===== src/mrtu_pkg.sv =====
`timescale 1ns / 1ps
package mrtu_pkg;

  // Command classes handed from the front end to the byte sequencer
  typedef enum logic [1:0] {
    OP_READ      = 2'd0,  // read request: eight bytes incl. CRC
    OP_WRITE_HDR = 2'd1,  // write header: seven bytes, plus CRC when empty
    OP_DATA      = 2'd2,  // payload byte of an open write
    OP_DATA_LAST = 2'd3   // final payload byte, followed by the CRC
  } op_t;

  // One queued command
  typedef struct packed {
    op_t         op;
    logic [15:0] addr;  // start address (headers)
    logic [15:0] arg;   // register count, or byte count / data byte in [7:0]
  } cmd_t;

  localparam logic [15:0] CRC_PRESET = 16'hFFFF;
  localparam logic [15:0] CRC_POLY   = 16'hA001;

endpackage


===== src/mrtu_front.sv =====
`timescale 1ns / 1ps
module mrtu_front (
  input  logic          clk,
  input  logic          rst_n,
  input  logic          in_push,
  input  logic          in_full,
  input  logic [1:0]    in_kind,
  input  logic [15:0]   in_start_address,
  input  logic [15:0]   in_register_count,
  input  logic [7:0]    in_byte_count,
  input  logic [7:0]    in_data_byte,
  output logic          q_push,
  output mrtu_pkg::cmd_t q_cmd
);
  import mrtu_pkg::*;

  localparam logic [1:0] KIND_READ      = 2'd0;
  localparam logic [1:0] KIND_WRITE_HDR = 2'd1;
  localparam logic [1:0] KIND_DATA      = 2'd2;

  logic       write_open_r, write_open_nxt;
  logic [7:0] left_r, left_nxt;
  logic       accept;

  assign accept = in_push && !in_full;

  // Classify the transaction and track the open write
  always_comb begin
    write_open_nxt = write_open_r;
    left_nxt       = left_r;
    q_push         = 1'b0;
    q_cmd.op       = OP_READ;
    q_cmd.addr     = in_start_address;
    q_cmd.arg      = in_register_count;
    if (accept) begin
      priority case (in_kind)
        KIND_READ: begin
          q_push         = 1'b1;
          write_open_nxt = 1'b0;
          left_nxt       = 8'd0;
        end
        KIND_WRITE_HDR: begin
          q_push         = 1'b1;
          q_cmd.op       = OP_WRITE_HDR;
          q_cmd.arg      = {8'd0, in_byte_count};
          write_open_nxt = (in_byte_count != 8'd0);
          left_nxt       = in_byte_count;
        end
        KIND_DATA: begin
          // stray data bytes are dropped
          if (write_open_r) begin
            q_push         = 1'b1;
            q_cmd.op       = (left_r == 8'd1) ? OP_DATA_LAST : OP_DATA;
            q_cmd.arg      = {8'd0, in_data_byte};
            left_nxt       = left_r - 8'd1;
            write_open_nxt = (left_r != 8'd1);
          end
        end
        default: begin
          // unused kind: ignored
        end
      endcase
    end
  end

  always_ff @(posedge clk) begin
    if (!rst_n) begin
      write_open_r <= 1'b0;
      left_r       <= 8'd0;
    end else begin
      write_open_r <= write_open_nxt;
      left_r       <= left_nxt;
    end
  end

endmodule


===== src/mrtu_cmd_fifo.sv =====
`timescale 1ns / 1ps
module mrtu_cmd_fifo #(
  parameter int DEPTH = 4  // power of two, at least 2
) (
  input  logic           clk,
  input  logic           rst_n,
  input  logic           push,
  input  mrtu_pkg::cmd_t push_cmd,
  output logic           full,
  input  logic           pop,
  output mrtu_pkg::cmd_t head_cmd,
  output logic           empty
);
  import mrtu_pkg::*;

  localparam int AW = $clog2(DEPTH);

  cmd_t          mem [DEPTH];
  logic [AW-1:0] wr_ptr_r, wr_ptr_nxt;
  logic [AW-1:0] rd_ptr_r, rd_ptr_nxt;
  logic [AW:0]   count_r, count_nxt;
  logic          do_push, do_pop;

  assign full     = (count_r == (AW + 1)'(DEPTH));
  assign empty    = (count_r == '0);
  assign head_cmd = mem[rd_ptr_r];
  assign do_push  = push && !full;
  assign do_pop   = pop && !empty;

  // Pointer and fill bookkeeping
  always_comb begin
    wr_ptr_nxt = do_push ? wr_ptr_r + 1'b1 : wr_ptr_r;
    rd_ptr_nxt = do_pop ? rd_ptr_r + 1'b1 : rd_ptr_r;
    count_nxt  = count_r;
    if (do_push && !do_pop) count_nxt = count_r + 1'b1;
    else if (!do_push && do_pop) count_nxt = count_r - 1'b1;
  end

  always_ff @(posedge clk) begin
    if (!rst_n) begin
      wr_ptr_r <= '0;
      rd_ptr_r <= '0;
      count_r  <= '0;
    end else begin
      wr_ptr_r <= wr_ptr_nxt;
      rd_ptr_r <= rd_ptr_nxt;
      count_r  <= count_nxt;
    end
  end

  // Storage
  always_ff @(posedge clk) begin
    if (do_push) mem[wr_ptr_r] <= push_cmd;
  end

endmodule


===== src/mrtu_back.sv =====
`timescale 1ns / 1ps
module mrtu_back (
  input  logic           clk,
  input  logic           rst_n,
  input  logic [7:0]     slave_id,
  input  mrtu_pkg::cmd_t head_cmd,
  input  logic           q_empty,
  output logic           q_pop,
  output logic           out_empty,
  input  logic           out_pop,
  output logic [7:0]     out_tx_byte,
  output logic           out_frame_end
);
  import mrtu_pkg::*;

  localparam logic [7:0] FN_READ_REGS  = 8'h03;
  localparam logic [7:0] FN_WRITE_REGS = 8'h10;

  // One byte of CRC-16/MODBUS, bit-serial steps unrolled
  function automatic logic [15:0] crc_add(input logic [15:0] crc, input logic [7:0] b);
    logic [15:0] c;
    c = crc ^ {8'd0, b};
    for (int k = 0; k < 8; k++) begin
      c = c[0] ? ((c >> 1) ^ CRC_POLY) : (c >> 1);
    end
    return c;
  endfunction

  logic [3:0]  idx_r, idx_nxt;
  logic [15:0] crc_r, crc_nxt;
  logic        out_valid_r, out_valid_nxt;
  logic [7:0]  tx_byte_r;
  logic        frame_end_r;

  logic        fire;
  logic [15:0] cur_crc;
  logic [7:0]  sel_byte;
  logic        is_crc, is_end, is_last;

  assign fire      = !q_empty && (!out_valid_r || out_pop);
  assign q_pop     = fire && is_last;
  assign out_empty = !out_valid_r;
  assign out_tx_byte   = tx_byte_r;
  assign out_frame_end = frame_end_r;

  // A header starts a fresh CRC; payload bytes continue the running one
  assign cur_crc = ((idx_r == 4'd0) &&
                    (head_cmd.op == OP_READ || head_cmd.op == OP_WRITE_HDR)) ?
                   CRC_PRESET : crc_r;

  // Byte selection per command and position
  always_comb begin
    sel_byte = 8'd0;
    is_crc   = 1'b0;
    is_end   = 1'b0;
    is_last  = 1'b0;
    unique case (head_cmd.op)
      OP_READ: begin
        unique case (idx_r)
          4'd0:    sel_byte = slave_id;
          4'd1:    sel_byte = FN_READ_REGS;
          4'd2:    sel_byte = head_cmd.addr[15:8];
          4'd3:    sel_byte = head_cmd.addr[7:0];
          4'd4:    sel_byte = head_cmd.arg[15:8];
          4'd5:    sel_byte = head_cmd.arg[7:0];
          4'd6: begin
            sel_byte = cur_crc[7:0];
            is_crc   = 1'b1;
          end
          default: begin
            sel_byte = cur_crc[15:8];
            is_crc   = 1'b1;
            is_end   = 1'b1;
            is_last  = 1'b1;
          end
        endcase
      end
      OP_WRITE_HDR: begin
        unique case (idx_r)
          4'd0:    sel_byte = slave_id;
          4'd1:    sel_byte = FN_WRITE_REGS;
          4'd2:    sel_byte = head_cmd.addr[15:8];
          4'd3:    sel_byte = head_cmd.addr[7:0];
          4'd4:    sel_byte = 8'd0;
          4'd5:    sel_byte = {1'b0, head_cmd.arg[7:1]};
          4'd6: begin
            sel_byte = head_cmd.arg[7:0];
            // a non-empty write hands over to its payload here
            is_last  = (head_cmd.arg[7:0] != 8'd0);
          end
          4'd7: begin
            sel_byte = cur_crc[7:0];
            is_crc   = 1'b1;
          end
          default: begin
            sel_byte = cur_crc[15:8];
            is_crc   = 1'b1;
            is_end   = 1'b1;
            is_last  = 1'b1;
          end
        endcase
      end
      OP_DATA: begin
        sel_byte = head_cmd.arg[7:0];
        is_last  = 1'b1;
      end
      OP_DATA_LAST: begin
        unique case (idx_r)
          4'd0:    sel_byte = head_cmd.arg[7:0];
          4'd1: begin
            sel_byte = cur_crc[7:0];
            is_crc   = 1'b1;
          end
          default: begin
            sel_byte = cur_crc[15:8];
            is_crc   = 1'b1;
            is_end   = 1'b1;
            is_last  = 1'b1;
          end
        endcase
      end
      default: begin
        is_last = 1'b1;
      end
    endcase
  end

  // Sequencer, CRC and output register
  always_comb begin
    idx_nxt       = idx_r;
    crc_nxt       = crc_r;
    out_valid_nxt = out_valid_r;
    if (out_pop && out_valid_r) out_valid_nxt = 1'b0;
    if (fire) begin
      out_valid_nxt = 1'b1;
      idx_nxt       = is_last ? 4'd0 : idx_r + 4'd1;
      if (!is_crc) crc_nxt = crc_add(cur_crc, sel_byte);
    end
  end

  always_ff @(posedge clk) begin
    if (!rst_n) begin
      idx_r       <= 4'd0;
      crc_r       <= CRC_PRESET;
      out_valid_r <= 1'b0;
    end else begin
      idx_r       <= idx_nxt;
      crc_r       <= crc_nxt;
      out_valid_r <= out_valid_nxt;
    end
  end

  always_ff @(posedge clk) begin
    if (fire) begin
      tx_byte_r   <= sel_byte;
      frame_end_r <= is_end;
    end
  end

endmodule


===== src/modbus_rtu_request_framer_unit.sv =====
`timescale 1ns / 1ps
// Modbus RTU request framer. Requests are pushed in like a queue and the frame
// bytes are popped out, one transaction per byte, CRC-16/MODBUS low byte first
// with out_frame_end on the last CRC byte. A front end classifies each request
// into a small command queue (QUEUE_DEPTH entries); a byte sequencer drains it
// at one byte per cycle unless the output stalls. A read request is framed as
// 8 bytes, a write header 7 (9 when its byte count is zero), a payload byte 1 and
// the final payload byte 3 (data plus CRC), so payload streams at one byte
// per cycle. Input is taken every cycle while the queue has room. Stray data
// bytes and kind 3 are accepted and dropped. cfg_slave_id may be written at any
// time the block is idle; cfg_ready is always high.
module modbus_rtu_request_framer_unit #(
  parameter int QUEUE_DEPTH = 4
) (
  input  logic        clk,
  input  logic        rst_n,
  // request side
  input  logic        in_push,
  output logic        in_full,
  input  logic [1:0]  in_kind,
  input  logic [15:0] in_start_address,
  input  logic [15:0] in_register_count,
  input  logic [7:0]  in_byte_count,
  input  logic [7:0]  in_data_byte,
  // byte side
  output logic        out_empty,
  input  logic        out_pop,
  output logic [7:0]  out_tx_byte,
  output logic        out_frame_end,
  // configuration
  input  logic        cfg_valid,
  output logic        cfg_ready,
  input  logic [7:0]  cfg_slave_id
);
  import mrtu_pkg::*;

  logic [7:0] slave_id_r;
  logic       q_push, q_pop, q_full, q_empty;
  cmd_t       q_cmd, head_cmd;

  assign cfg_ready = 1'b1;
  assign in_full   = q_full;

  // Slave address register
  always_ff @(posedge clk) begin
    if (!rst_n) begin
      slave_id_r <= 8'd1;
    end else if (cfg_valid && cfg_ready) begin
      slave_id_r <= cfg_slave_id;
    end
  end

  mrtu_front u_front (
    .clk              (clk),
    .rst_n            (rst_n),
    .in_push          (in_push),
    .in_full          (q_full),
    .in_kind          (in_kind),
    .in_start_address (in_start_address),
    .in_register_count(in_register_count),
    .in_byte_count    (in_byte_count),
    .in_data_byte     (in_data_byte),
    .q_push           (q_push),
    .q_cmd            (q_cmd)
  );

  mrtu_cmd_fifo #(
    .DEPTH(QUEUE_DEPTH)
  ) u_fifo (
    .clk     (clk),
    .rst_n   (rst_n),
    .push    (q_push),
    .push_cmd(q_cmd),
    .full    (q_full),
    .pop     (q_pop),
    .head_cmd(head_cmd),
    .empty   (q_empty)
  );

  mrtu_back u_back (
    .clk          (clk),
    .rst_n        (rst_n),
    .slave_id     (slave_id_r),
    .head_cmd     (head_cmd),
    .q_empty      (q_empty),
    .q_pop        (q_pop),
    .out_empty    (out_empty),
    .out_pop      (out_pop),
    .out_tx_byte  (out_tx_byte),
    .out_frame_end(out_frame_end)
  );

`ifndef ASSERT_OFF
  // queue cannot be full and empty at once
  a_fifo_sane: assert property (@(posedge clk) disable iff (!rst_n)
    !(q_full && q_empty)) else $error("command queue full and empty");

  // retiring a command always leaves its last byte in the output register
  a_retire_out: assert property (@(posedge clk) disable iff (!rst_n)
    q_pop |=> !out_empty) else $error("command retired without output byte");

  // a queued command is visible to the sequencer next cycle
  a_push_seen: assert property (@(posedge clk) disable iff (!rst_n)
    q_push |=> !q_empty) else $error("pushed command lost");

  // nothing reaches the byte side without a queued command
  a_no_invent: assert property (@(posedge clk) disable iff (!rst_n)
    (out_empty && q_empty) |=> out_empty) else $error("byte produced from nothing");
`endif

endmodule

===== config.mk =====
export PLATFORM = sky130hd
export DESIGN_NAME = modbus_rtu_request_framer_unit
export DESIGN_NICKNAME = d
export VERILOG_FILES = /design/src/mrtu_pkg.sv /design/src/mrtu_front.sv /design/src/mrtu_cmd_fifo.sv /design/src/mrtu_back.sv /design/src/modbus_rtu_request_framer_unit.sv
export SDC_FILE = /design/constraint.sdc
export NUM_CORES = 1
export LEC_CHECK = 0
export BUFFER_PORTS_ARGS = -buffer_cell sky130_fd_sc_hd__buf_2
export CAP_MARGIN = 0
export CORE_MARGIN = 2
export CORE_UTILIZATION = 35
export CTS_CLUSTER_SIZE = 40
export DETAILED_ROUTE_END_ITERATION = 12
export SYNTH_ARGS = -nofsm -noshare
export SYNTH_HDL_FRONTEND = slang
export SYNTH_SLANG_ARGS = --single-unit

===== constraint.sdc =====
create_clock -name clk -period 4.2 [get_ports clk]
set_clock_uncertainty 0.15 [all_clocks]
set_input_delay 0.84 -clock clk [delete_from_list [all_inputs] [get_ports clk]]
set_output_delay 0.84 -clock clk [all_outputs]
set_load 0.03 [all_outputs]

; Word-level counts from Yosys, hierarchy flattened
; Memories as Yosys holds them, arrays and structs flattened. A register that Yosys moved wholly into a read port is not among the register bits.
; Index checks and enable logic that the tools add are counted.
[totals]
n_memories = 1
output_inout_bits = 12
ramBits = 136
wordCells = 123
reg_bits = 54
[classes]
n_bitwise = 10
eq_ne = 16
reduce_logical = 34
mux = 45
addsub = 6
[mem_list]
columns = name, words, word_bits, read_ports, rd_ports_with_merged_regs, write_ports, line_no
row1 = u_fifo.mem, 4, 34, 1, 1, 1, mrtu_cmd_fifo.sv:18  ; cmd_t mem [DEPTH];
[op_table]
columns = operator, n
row1 = $mux W16, 11
row2 = $pmux W8 S8, 1
row3 = $pmux W8 S7, 1
row4 = $pmux W16 S2, 1
row5 = $pmux W8 S4, 1
row6 = $not A2 Y3, 8
row7 = $pmux W8 S3, 1
row8 = $eq A4 B3 Y1 const B, 4
row9 = $pmux W8 S2, 1
row10 = $reduce_bool A8 Y1, 2
row11 = $xor A16 B8 Y16, 1
row12 = $reduce_or A7 Y1, 2
row13 = $mux W1, 13
row14 = $logic_and A1 B1 Y1, 9
row15 = $pmux W1 S3, 3
row16 = $eq A4 B2 Y1 const B, 2
row17 = $eq A8 B1 Y1 const B, 1
row18 = $mux W2, 4
row19 = $mux W8, 1
row20 = $ne A8 B1 Y1 const B, 1
row21 = $reduce_or A8 Y1, 1
row22 = $sub A8 B1 Y8 const B, 1
row23 = $eq A2 B2 Y1 const B, 3
row24 = $mux W3, 2
row25 = other kinds (24), 36

; Depth between registers and ports, before layout
; Gate-level depths: netlist of run 1.
[logic_depth]
ltp_word = 23
ltp_mapped = 14
mapped_depth_nobuf = 12

; Cells and area by module
; A second synthesis of run 1 with hierarchy kept.
[hier_totals]
hier_cells = 722
hier_area_um2 = 9595.5
[by_module_without_submodules]
columns = mod, area_each_um2, cells_per_inst, n_inst
row1 = mrtu_cmd_fifo, 5444.0, 226, 1
row2 = mrtu_back, 2815.2, 335, 1
row3 = mrtu_front, 1026.0, 134, 1
row4 = modbus_rtu_request_framer_unit, 310.3, 27, 1

; Worst setup path before layout of run 1
; OpenSTA, ideal clock, no wires.
[synth_path]
path_type = register to register
startpoint = reg (tool-made name)
endpoint = reg u_fifo.count_r[2]
required_time_ns = 3.980
setup_ns = 0.070
setup_slack_ns = 0.646
synth_period_minus_slack_ns = 3.554
stages_incl_launch_ff = 14
t_arrival_ns = 3.334
path_cell_list = dfxtp_1 buf_6 buf_4 buf_2 mux4_2 nor4_1 a21oi_1 o2111ai_1 ha_1 inv_1 fa_1 xor2_1 or3_1 a21oi_1
[synth_rtl]
columns = element, line_no
row1 = "end signal, assigned", mrtu_cmd_fifo.sv:47  ; count_r <= count_nxt;
row2 = "end, declared", mrtu_cmd_fifo.sv:21  ; logic [AW:0] count_r, count_nxt;

; Final worst setup path of run 1
[layout_path]
startpoint = reg u_back.idx_r[2]
endpoint = reg u_back.crc_r[14]
[layout_via]
elab_chain_cells = 15
word_cells_on_any_way = 37
cone_classes = 7 x eq/ne / 17 x mux / 8 x bitwise / 5 x reduce/logical
[layout_rtl]
columns = element, line_no
row1 = "start, declared", mrtu_back.sv:29  ; logic [3:0] idx_r, idx_nxt;
row2 = "start signal, assigned", mrtu_back.sv:147  ; idx_r <= idx_nxt;
row3 = $logic_not A4 Y1, --
row4 = $logic_and A1 B1 Y1, mrtu_back.sv:47  ; assign cur_crc = ((idx_r == 4'd0) &&
row5 = $mux W16, mrtu_back.sv:48  ; (head_cmd.op == OP_READ || head_cmd.op == OP_WRITE_HDR)) ?
row6 = $pmux W8 S8 (tied with other cells), mrtu_back.sv:79  ; unique case (idx_r)
row7 = $pmux W8 S4, mrtu_back.sv:57  ; unique case (head_cmd.op)
row8 = $xor A16 B8 Y16, mrtu_back.sv:22  ; c = crc ^ {8'd0, b};
row9 = $mux W16 / $not A2 Y3 (equally long branches) (5 in a row), --
row10 = $not A2 Y3 (no line) / $mux W16 (equally long branches), --
row11 = $mux W16 (3 in a row), mrtu_back.sv:24  ; c = c[0] ? ((c >> 1) ^ CRC_POLY) : (c >> 1);
row12 = "end signal, assigned", mrtu_back.sv:148  ; crc_r <= crc_nxt;
row13 = "end, declared", mrtu_back.sv:30  ; logic [15:0] crc_r, crc_nxt;
; Parallel ways exist; a longest one is shown, timed or not.
; A chain may end at the register's enable or synchronous reset.

==> results.json, run 1 <==
{
  "status": "finished, final reports clean",
  "pre_cts_slack_ns": 0.373,
  "ctsResizeCount": 0,
  "drt-pass1-iter-count": 6,
  "crit_chain": "nor2_1, and3_1, a211oi_1, o2111ai_1, o22a_1, o22ai_4, xor2_2, xor3_2, nor4b_2, a221oi_2",
  "timing.fmax_ghz": 0.257,
  "vdd_drop_max_mv": 0.510,
  "cts_hold_buf": 0,
  "power_density_nw_per_um2": 604,
  "final_nets": 894,
  "grt_pass1_wl_mm": 35.2,
  "seq_area_um2": 5300,
  "critPathBufInv": 0,
  "slew_headroom": 0.380,
  "die_w_um": 167,
  "antenna_cells": 0,
  "multi_input_area_um2": 3700,
  "clkLatencyLatePin_ns": 0.44,
  "slowest_stage": "dfxtp_1",
  "num_rows": 59,
  "placed_area_um2": 10100,
  "rsz0062_at_grt": "false",
  "die-area_um2": 27900,
  "ys_seq_area_frac": 0.569,
  "worst_r2r_endpoint": "u_back.crc_r[14]$_SDFFE_PN1P_",
  "min_path_cells": 2,
  "io_pins": 75,
  "routed_via_density": 5.40,
  "hpwl_mm": 16.1,
  "synth-seq-cells": 192,
  "h-tree-depth": 4,
  "min_period_ns": 3.89,
  "path_max_fanout": 24,
  "setup_tns_ns": 0,
  "yosysUniqueCellTypes": 83,
  "initial_core_util": 0.357,
  "drv_slew": 0,
  "maxCapViolCount": 0,
  "leakage_nw": 3.80,
  "finalSetupViolations": 0,
  "drt-total-wl_mm": 22.5,
  "numCtsBuffers": 17,
  "wl_per_cell_um": 19.4,
  "cp.required_ns": 4.36,
  "port_buffers": 73,
  "clk_path_buf_depth": 2,
  "syn_inst": 740,
  "antenna_found_initial": 1,
  "cts_tree": "done",
  "async_flop_share": 0,
  "clk_pin_slew_worst_paths_ns": 0.08,
  "reg2reg_setup_slack_ns": 0.31,
  "finalCritPeriodShare": 0.927,
  "area_growth_pct": 15.0,
  "worstHoldPathType": "register to register",
  "coreArea_um2": 26100,
  "worst_setup_path_end_kind": "register",
  "synth_edf_count": 145,
  "avgSynthCellArea_um2": 12.6,
  "drc": 0,
  "stdcell_area_um2": 10700,
  "cts-root-buf": "clkbuf_16",
  "min_to": "u_back.out_valid_r$_SDFFE_PN0P_",
  "nFillCells": 2417,
  "critical_path.top_delay_family": "compound AO/OA/AOI/OAI gates",
  "whs_ns": 0.332,
  "path_class": "register to register",
  "post-route-util": 0.411,
  "place_congestion": 0.922,
  "synth_fp_nets": 819,
  "cp_data_arrival_time_ns": 4.05,
  "critPathMaxStageDelay_ns": 0.79,
  "crit_path_start_kind": "register",
  "grt_overflow": 0,
  "post_cts_buffers": 0,
  "hold_violations": 0,
  "regToRegStartpoint": "u_back.idx_r[2]$_SDFFE_PN0P_",
  "via_count": 6278,
  "reg2reg_depth": 10,
  "ant_nets": 0,
  "postLayoutSetupSlackWorst_ns": 0.308,
  "ys_warn_count": 0,
  "grt_pass1_vias": 6138,
  "grt.total_usage": 0.163,
  "worstMarginPinSlew_ns": 0.929,
  "path_depth": 10,
  "drive_gt1_frac": 0.221,
  "drt-initial-drc-count": 547,
  "syn-cell-area_um2": 9310,
  "synth_ff_type": "edfxtp_1",
  "cts_sinks": 192,
  "grt_max_degree": 35,
  "die_y_um": 167,
  "worstHoldStart": "u_back.out_valid_r$_SDFFE_PN0P_"
}
-- through the flow --
stage / std cells / total power, mW
final: 1163 / 6.47
after detailed placement: 1131 / 4.81
after global routing: 1163 / 6.82
after global placement: 1131 / 4.80
after floorplan: 740 / 4.21
after CTS: 1163 / 6.52
-- per-layer routing --
metal	global-route usage	share of wire	vias to the layer above
met3	0.0285	0.050	34
met4	0.0585	0.024	0
met1	0.227	0.45	3057
li1	-	-	2965
met5	0	0	-
met2	0.259	0.47	222
-- flip-flops by register name (all words and copies together) (netlist names), named ones only --
register and flops:
u_fifo.count_r 3, slave_id_r 8, u_back.crc_r 16, u_fifo.wr_ptr_r 2, u_front.left_r 8, u_back.out_tx_byte 8, u_fifo.rd_ptr_r 2, u_fifo.mem 136
u_back.out_frame_end 1, u_back.idx_r 4, u_back.out_valid_r 1, u_front.write_open_r 1
-- cell usage in the layout, fill, tap and decap left out, types with 10 or more instances in the layout --
cell type	synthesis	routed
edfxtp_1	145	145
buf_2	8	73
nand2_1	63	63
nor2_1	61	61
dfxtp_1	47	45
mux2i_1	29	29
o21ai_0	29	29
inv_1	28	28
a21oi_1	25	25
buf_4	4	25
mux4_2	21	21
xnor2_1	21	21
and2_1	19	18
a22oi_1	17	17
clkbuf_16	0	17
o22ai_1	16	16
o211ai_1	15	15
ha_1	15	15
nand3_1	11	11
a221o_1	10	10
-- layout make-up --
type                    instances  share of cell area
flip-flops and latches        192               0.495
multi-input cells             478               0.345
repair buffers                 98              0.0516
clock buffers                  17              0.0397
well taps                     335              0.0391
clock inverters                15              0.0199
inverters                      28             0.00981
-- synth_stat cells (all sizes together), types with 18 or more instances --
library cell | instances | area, um2
edfxtp | 145 | 4350
a22oi | 18 | 140
dfxtp | 47 | 941
clkbuf | 27 | 101
a21oi | 25 | 125
mux2i | 29 | 290
and2 | 20 | 125
nand2 | 63 | 236
xnor2 | 21 | 184
inv | 28 | 105
o21ai | 30 | 150
mux4 | 25 | 578
nor2 | 63 | 241
-- how the worst max path moves through the flow --
stage,start,end,slack (ns)
4_1_cts,register,u_back.crc_r[14]$_SDFFE_PN1P_,0.34
3_5_place_dp,register,u_back.crc_r[0]$_SDFFE_PN1P_,0.37
2_1_floorplan,register,u_fifo.count_r[2]$_SDFFE_PN0P_,0.65
6_report,u_back.idx_r[2]$_SDFFE_PN0P_,u_back.crc_r[14]$_SDFFE_PN1P_,0.31
5_1_grt,u_back.idx_r[0]$_SDFFE_PN0P_,u_back.crc_r[0]$_SDFFE_PN1P_,0.11
3_3_place_gp,register,u_back.crc_r[14]$_SDFFE_PN1P_,0.46
-- report_power, final --
| part | internal [mW] | switching, mW | leakage (nW) |
|---|---|---|---|
| combinational | 1.03 | 1.34 | 1.79 |
| sequential | 2.25 | 0.143 | 1.71 |
| clock | 0.921 | 0.782 | 0.308 |
-- worst reg2reg max path, cell delays in order, from the launching register on --
cell and delay, ns:
dfxtp_1 0.79, nor2_1 0.26, and3_1 0.24, a211oi_1 0.54
o2111ai_1 0.32, o22a_1 0.29, o22ai_4 0.20, xor2_2 0.21
xor3_2 0.43, nor4b_2 0.30, a221oi_2 0.05
-- cell families (layout without fill, tap and decap cells) --
group | Yosys count | in the layout | share of synthesized area
muxes | 60 | 60 | 0.101
and+or+nand+nor | 207 | 207 | 0.111
buffers and inverters | 70 | 158 | 0.0343
AOI/OAI and AO/OA | 164 | 164 | 0.129
xor gates and xnor gates | 30 | 30 | 0.0332
adders and majority gates | 16 | 16 | 0.0223
DFF | 192 | 192 | 0.569
other | 1 | 1 | 0.000403
Power figures use the tool's default switching activity.
==> run 2, diff against run 1 <==
--- a/config.mk
+++ b/config.mk
@@ -13,4 +13,5 @@
 export DETAILED_ROUTE_END_ITERATION = 12
 export SYNTH_ARGS = -nofsm -noshare
 export SYNTH_HDL_FRONTEND = slang
+export SYNTH_HIERARCHICAL = 1
 export SYNTH_SLANG_ARGS = --single-unit
==> results.json, run 2 <==
{
  "status": "finished, final reports clean",
  "yosysUniqueCellTypes": 91,
  "reg_top3": "u_fifo/mem: 136 flops, u_back/crc_r: 16 flops",
  "ant_nets": 0,
  "worst_setup_path_end_kind": "register",
  "cp.required_ns": 4.41,
  "routed_via_density": 5.35,
  "synthMostInstantiatedCell": "edfxtp_1",
  "ys_seq_area_frac": 0.552,
  "antenna_found_initial": 0,
  "cts_sinks": 192,
  "cts_hold_buf": 0,
  "die_w_um": 170,
  "slew_headroom": 0.469,
  "min_period_ns": 3.95,
  "maxCapViolCount": 0,
  "final_cell_mix": "edfxtp_1 (145), buf_2 (73), nand2_1 (48)",
  "drt-initial-drc-count": 515,
  "initial_core_util": 0.356,
  "layout_commonest_cell": "edfxtp_1",
  "grt_max_degree": 35,
  "coreArea_um2": 27000,
  "port_buffers": 73,
  "cp_data_arrival_time_ns": 4.17,
  "yosysTopAreaCell": "edfxtp_1",
  "finalSetupViolations": 0,
  "grt_pass1_wl_mm": 33.6,
  "area_growth_pct": 12.2,
  "worstMarginPinSlew_ns": 0.777,
  "worstHoldPathType": "register to register",
  "clk_path_buf_depth": 2,
  "vdd_drop_max_mv": 0.285,
  "antenna_cells": 0,
  "worstHoldStart": "u_fifo/wr_ptr_r[1]$_SDFFE_PN0P_",
  "syn-cell-area_um2": 9600,
  "critPathLaunch": "u_back/idx_r[0]$_SDFFE_PN0P_",
  "regToRegStartpoint": "u_back/idx_r[0]$_SDFFE_PN0P_",
  "synth_fp_nets": 801,
  "clk_pin_slew_worst_paths_ns": 0.07,
  "synth_edf_count": 145,
  "syn_inst": 722,
  "drt-total-wl_mm": 21.5,
  "crit_path_start_kind": "register",
  "rsz0062_at_grt": "false",
  "largest_reg_flops": 136,
  "avgSynthCellArea_um2": 13.3,
  "leakage_nw": 3.80,
  "hold_violations": 0,
  "timing.fmax_ghz": 0.253,
  "post_cts_buffers": 0,
  "path_class": "register to register",
  "drive_gt1_frac": 0.251,
  "yosysTopAreaCellShare": 0.454,
  "regMostFlops": "u_fifo/mem",
  "synth-seq-cells": 192,
  "netlist_top_cells_area": "edfxtp_1 (45%), dfxtp_1 (9.8%), mux4_2 (7.0%), a22oi_1 (2.1%), ha_1 (2.0%)",
  "synth_ff_type": "edfxtp_1",
  "cts-root-buf": "clkbuf_16",
  "place_congestion": 0.898,
  "drt-pass1-iter-count": 6,
  "post-route-util": 0.400,
  "setup_tns_ns": 0,
  "grt_overflow": 0,
  "numCtsBuffers": 17,
  "hpwl_mm": 15.3,
  "whs_ns": 0.352,
  "finalCritPeriodShare": 0.941,
  "ctsResizeCount": 0,
  "path_max_fanout": 16,
  "ys_warn_count": 6,
  "synthTopCellsByCount": "edfxtp_1 (145), nand2_1 (48), dfxtp_1 (47)",
  "grt_pass1_vias": 5873,
  "io_pins": 75,
  "h-tree-depth": 4,
  "cts_tree": "done",
  "wl_per_cell_um": 18.9,
  "drc": 0,
  "grt.total_usage": 0.153,
  "via_count": 6077,
  "die-area_um2": 28800,
  "die_y_um": 170,
  "power_density_nw_per_um2": 575,
  "drv_slew": 0,
  "num_rows": 60,
  "final_nets": 860,
  "async_flop_share": 0,
  "clkLatencyLatePin_ns": 0.43
}
==> run 2: report_power, final <==
part	switching (mW)	leakage [nW]	total, mW	internal (mW)
combinational	1.29	1.82	2.26	0.965
clock	0.754	0.280	1.54	0.785
sequential	0.135	1.70	2.40	2.26
total	2.18	3.80	6.20	4.02
==> run 2: cell families after synthesis <==
kind of cell | count (synthesis) | synth area share
flip-flops | 192 | 0.552
AND/OR/NAND/NOR | 175 | 0.0992
AO/OA/AOI/OAI | 156 | 0.127
buffers and inverters | 90 | 0.0561
multiplexers | 53 | 0.102
XOR/XNOR | 39 | 0.0422
adder cells (fa/ha/maj) | 16 | 0.0216
other | 1 | 0.000391
==> run 2: layout make-up <==
| class | instances | area [um2] |
|---|---|---|
| flip-flops and latches | 192 | 5300 |
| clock inverters | 15 | 141 |
| repair buffers | 102 | 608 |
| well taps | 341 | 427 |
| fillers | 2501 | 16200 |
| clock buffers | 17 | 425 |
| inverters | 28 | 105 |
| multi-input cells | 440 | 3770 |
==> run 2: final timing paths <==
check,depth (start not counted),end,slack (ns)
worst max register to register,14,u_fifo/count_r[2]$_SDFFE_PN0P_,0.25
worst min register to register,2,u_fifo/wr_ptr_r[1]$_SDFFE_PN0P_,0.35
worst max-delay path,14,u_fifo/count_r[2]$_SDFFE_PN0P_,0.25
worst min-delay path,2,u_fifo/wr_ptr_r[1]$_SDFFE_PN0P_,0.35
==> run 2: worst max-delay path: stages, from the launching register on <==
cell and delay (ns):
dfxtp_1 0.36, inv_1 0.10, ha_1 0.56, buf_4 0.34, nand2_1 0.09, a2111oi_0 0.65
nor2_1 0.16, nor2_1 0.29, o31ai_2 0.14, ha_1 0.23, inv_1 0.08, fa_1 0.19
xor2_1 0.08, or3_1 0.29, a21boi_0 0.16
==> run 2: layer usage <==
| metal | vias up | routed length [um] | global-route usage |
|---|---|---|---|
| met4 | 0 | 578 | 0.0557 |
| met3 | 26 | 873 | 0.0252 |
| li1 | 2868 | - | - |
| met1 | 2996 | 9920 | 0.209 |
| met2 | 187 | 10100 | 0.246 |
| met5 | - | 0 | 0 |
==> run 2: stage by stage <==
stage	instance area [um2]	std cells	setup slack, ns	total power [mW]
floorplan	9600	722	0.599	4.20
global placement	10200	1103	0.368	4.68
detailed placement	10200	1103	0.305	4.70
finish	10800	1135	0.246	6.20
global route	10800	1135	0.0460	6.51
CTS	10800	1135	0.284	6.23
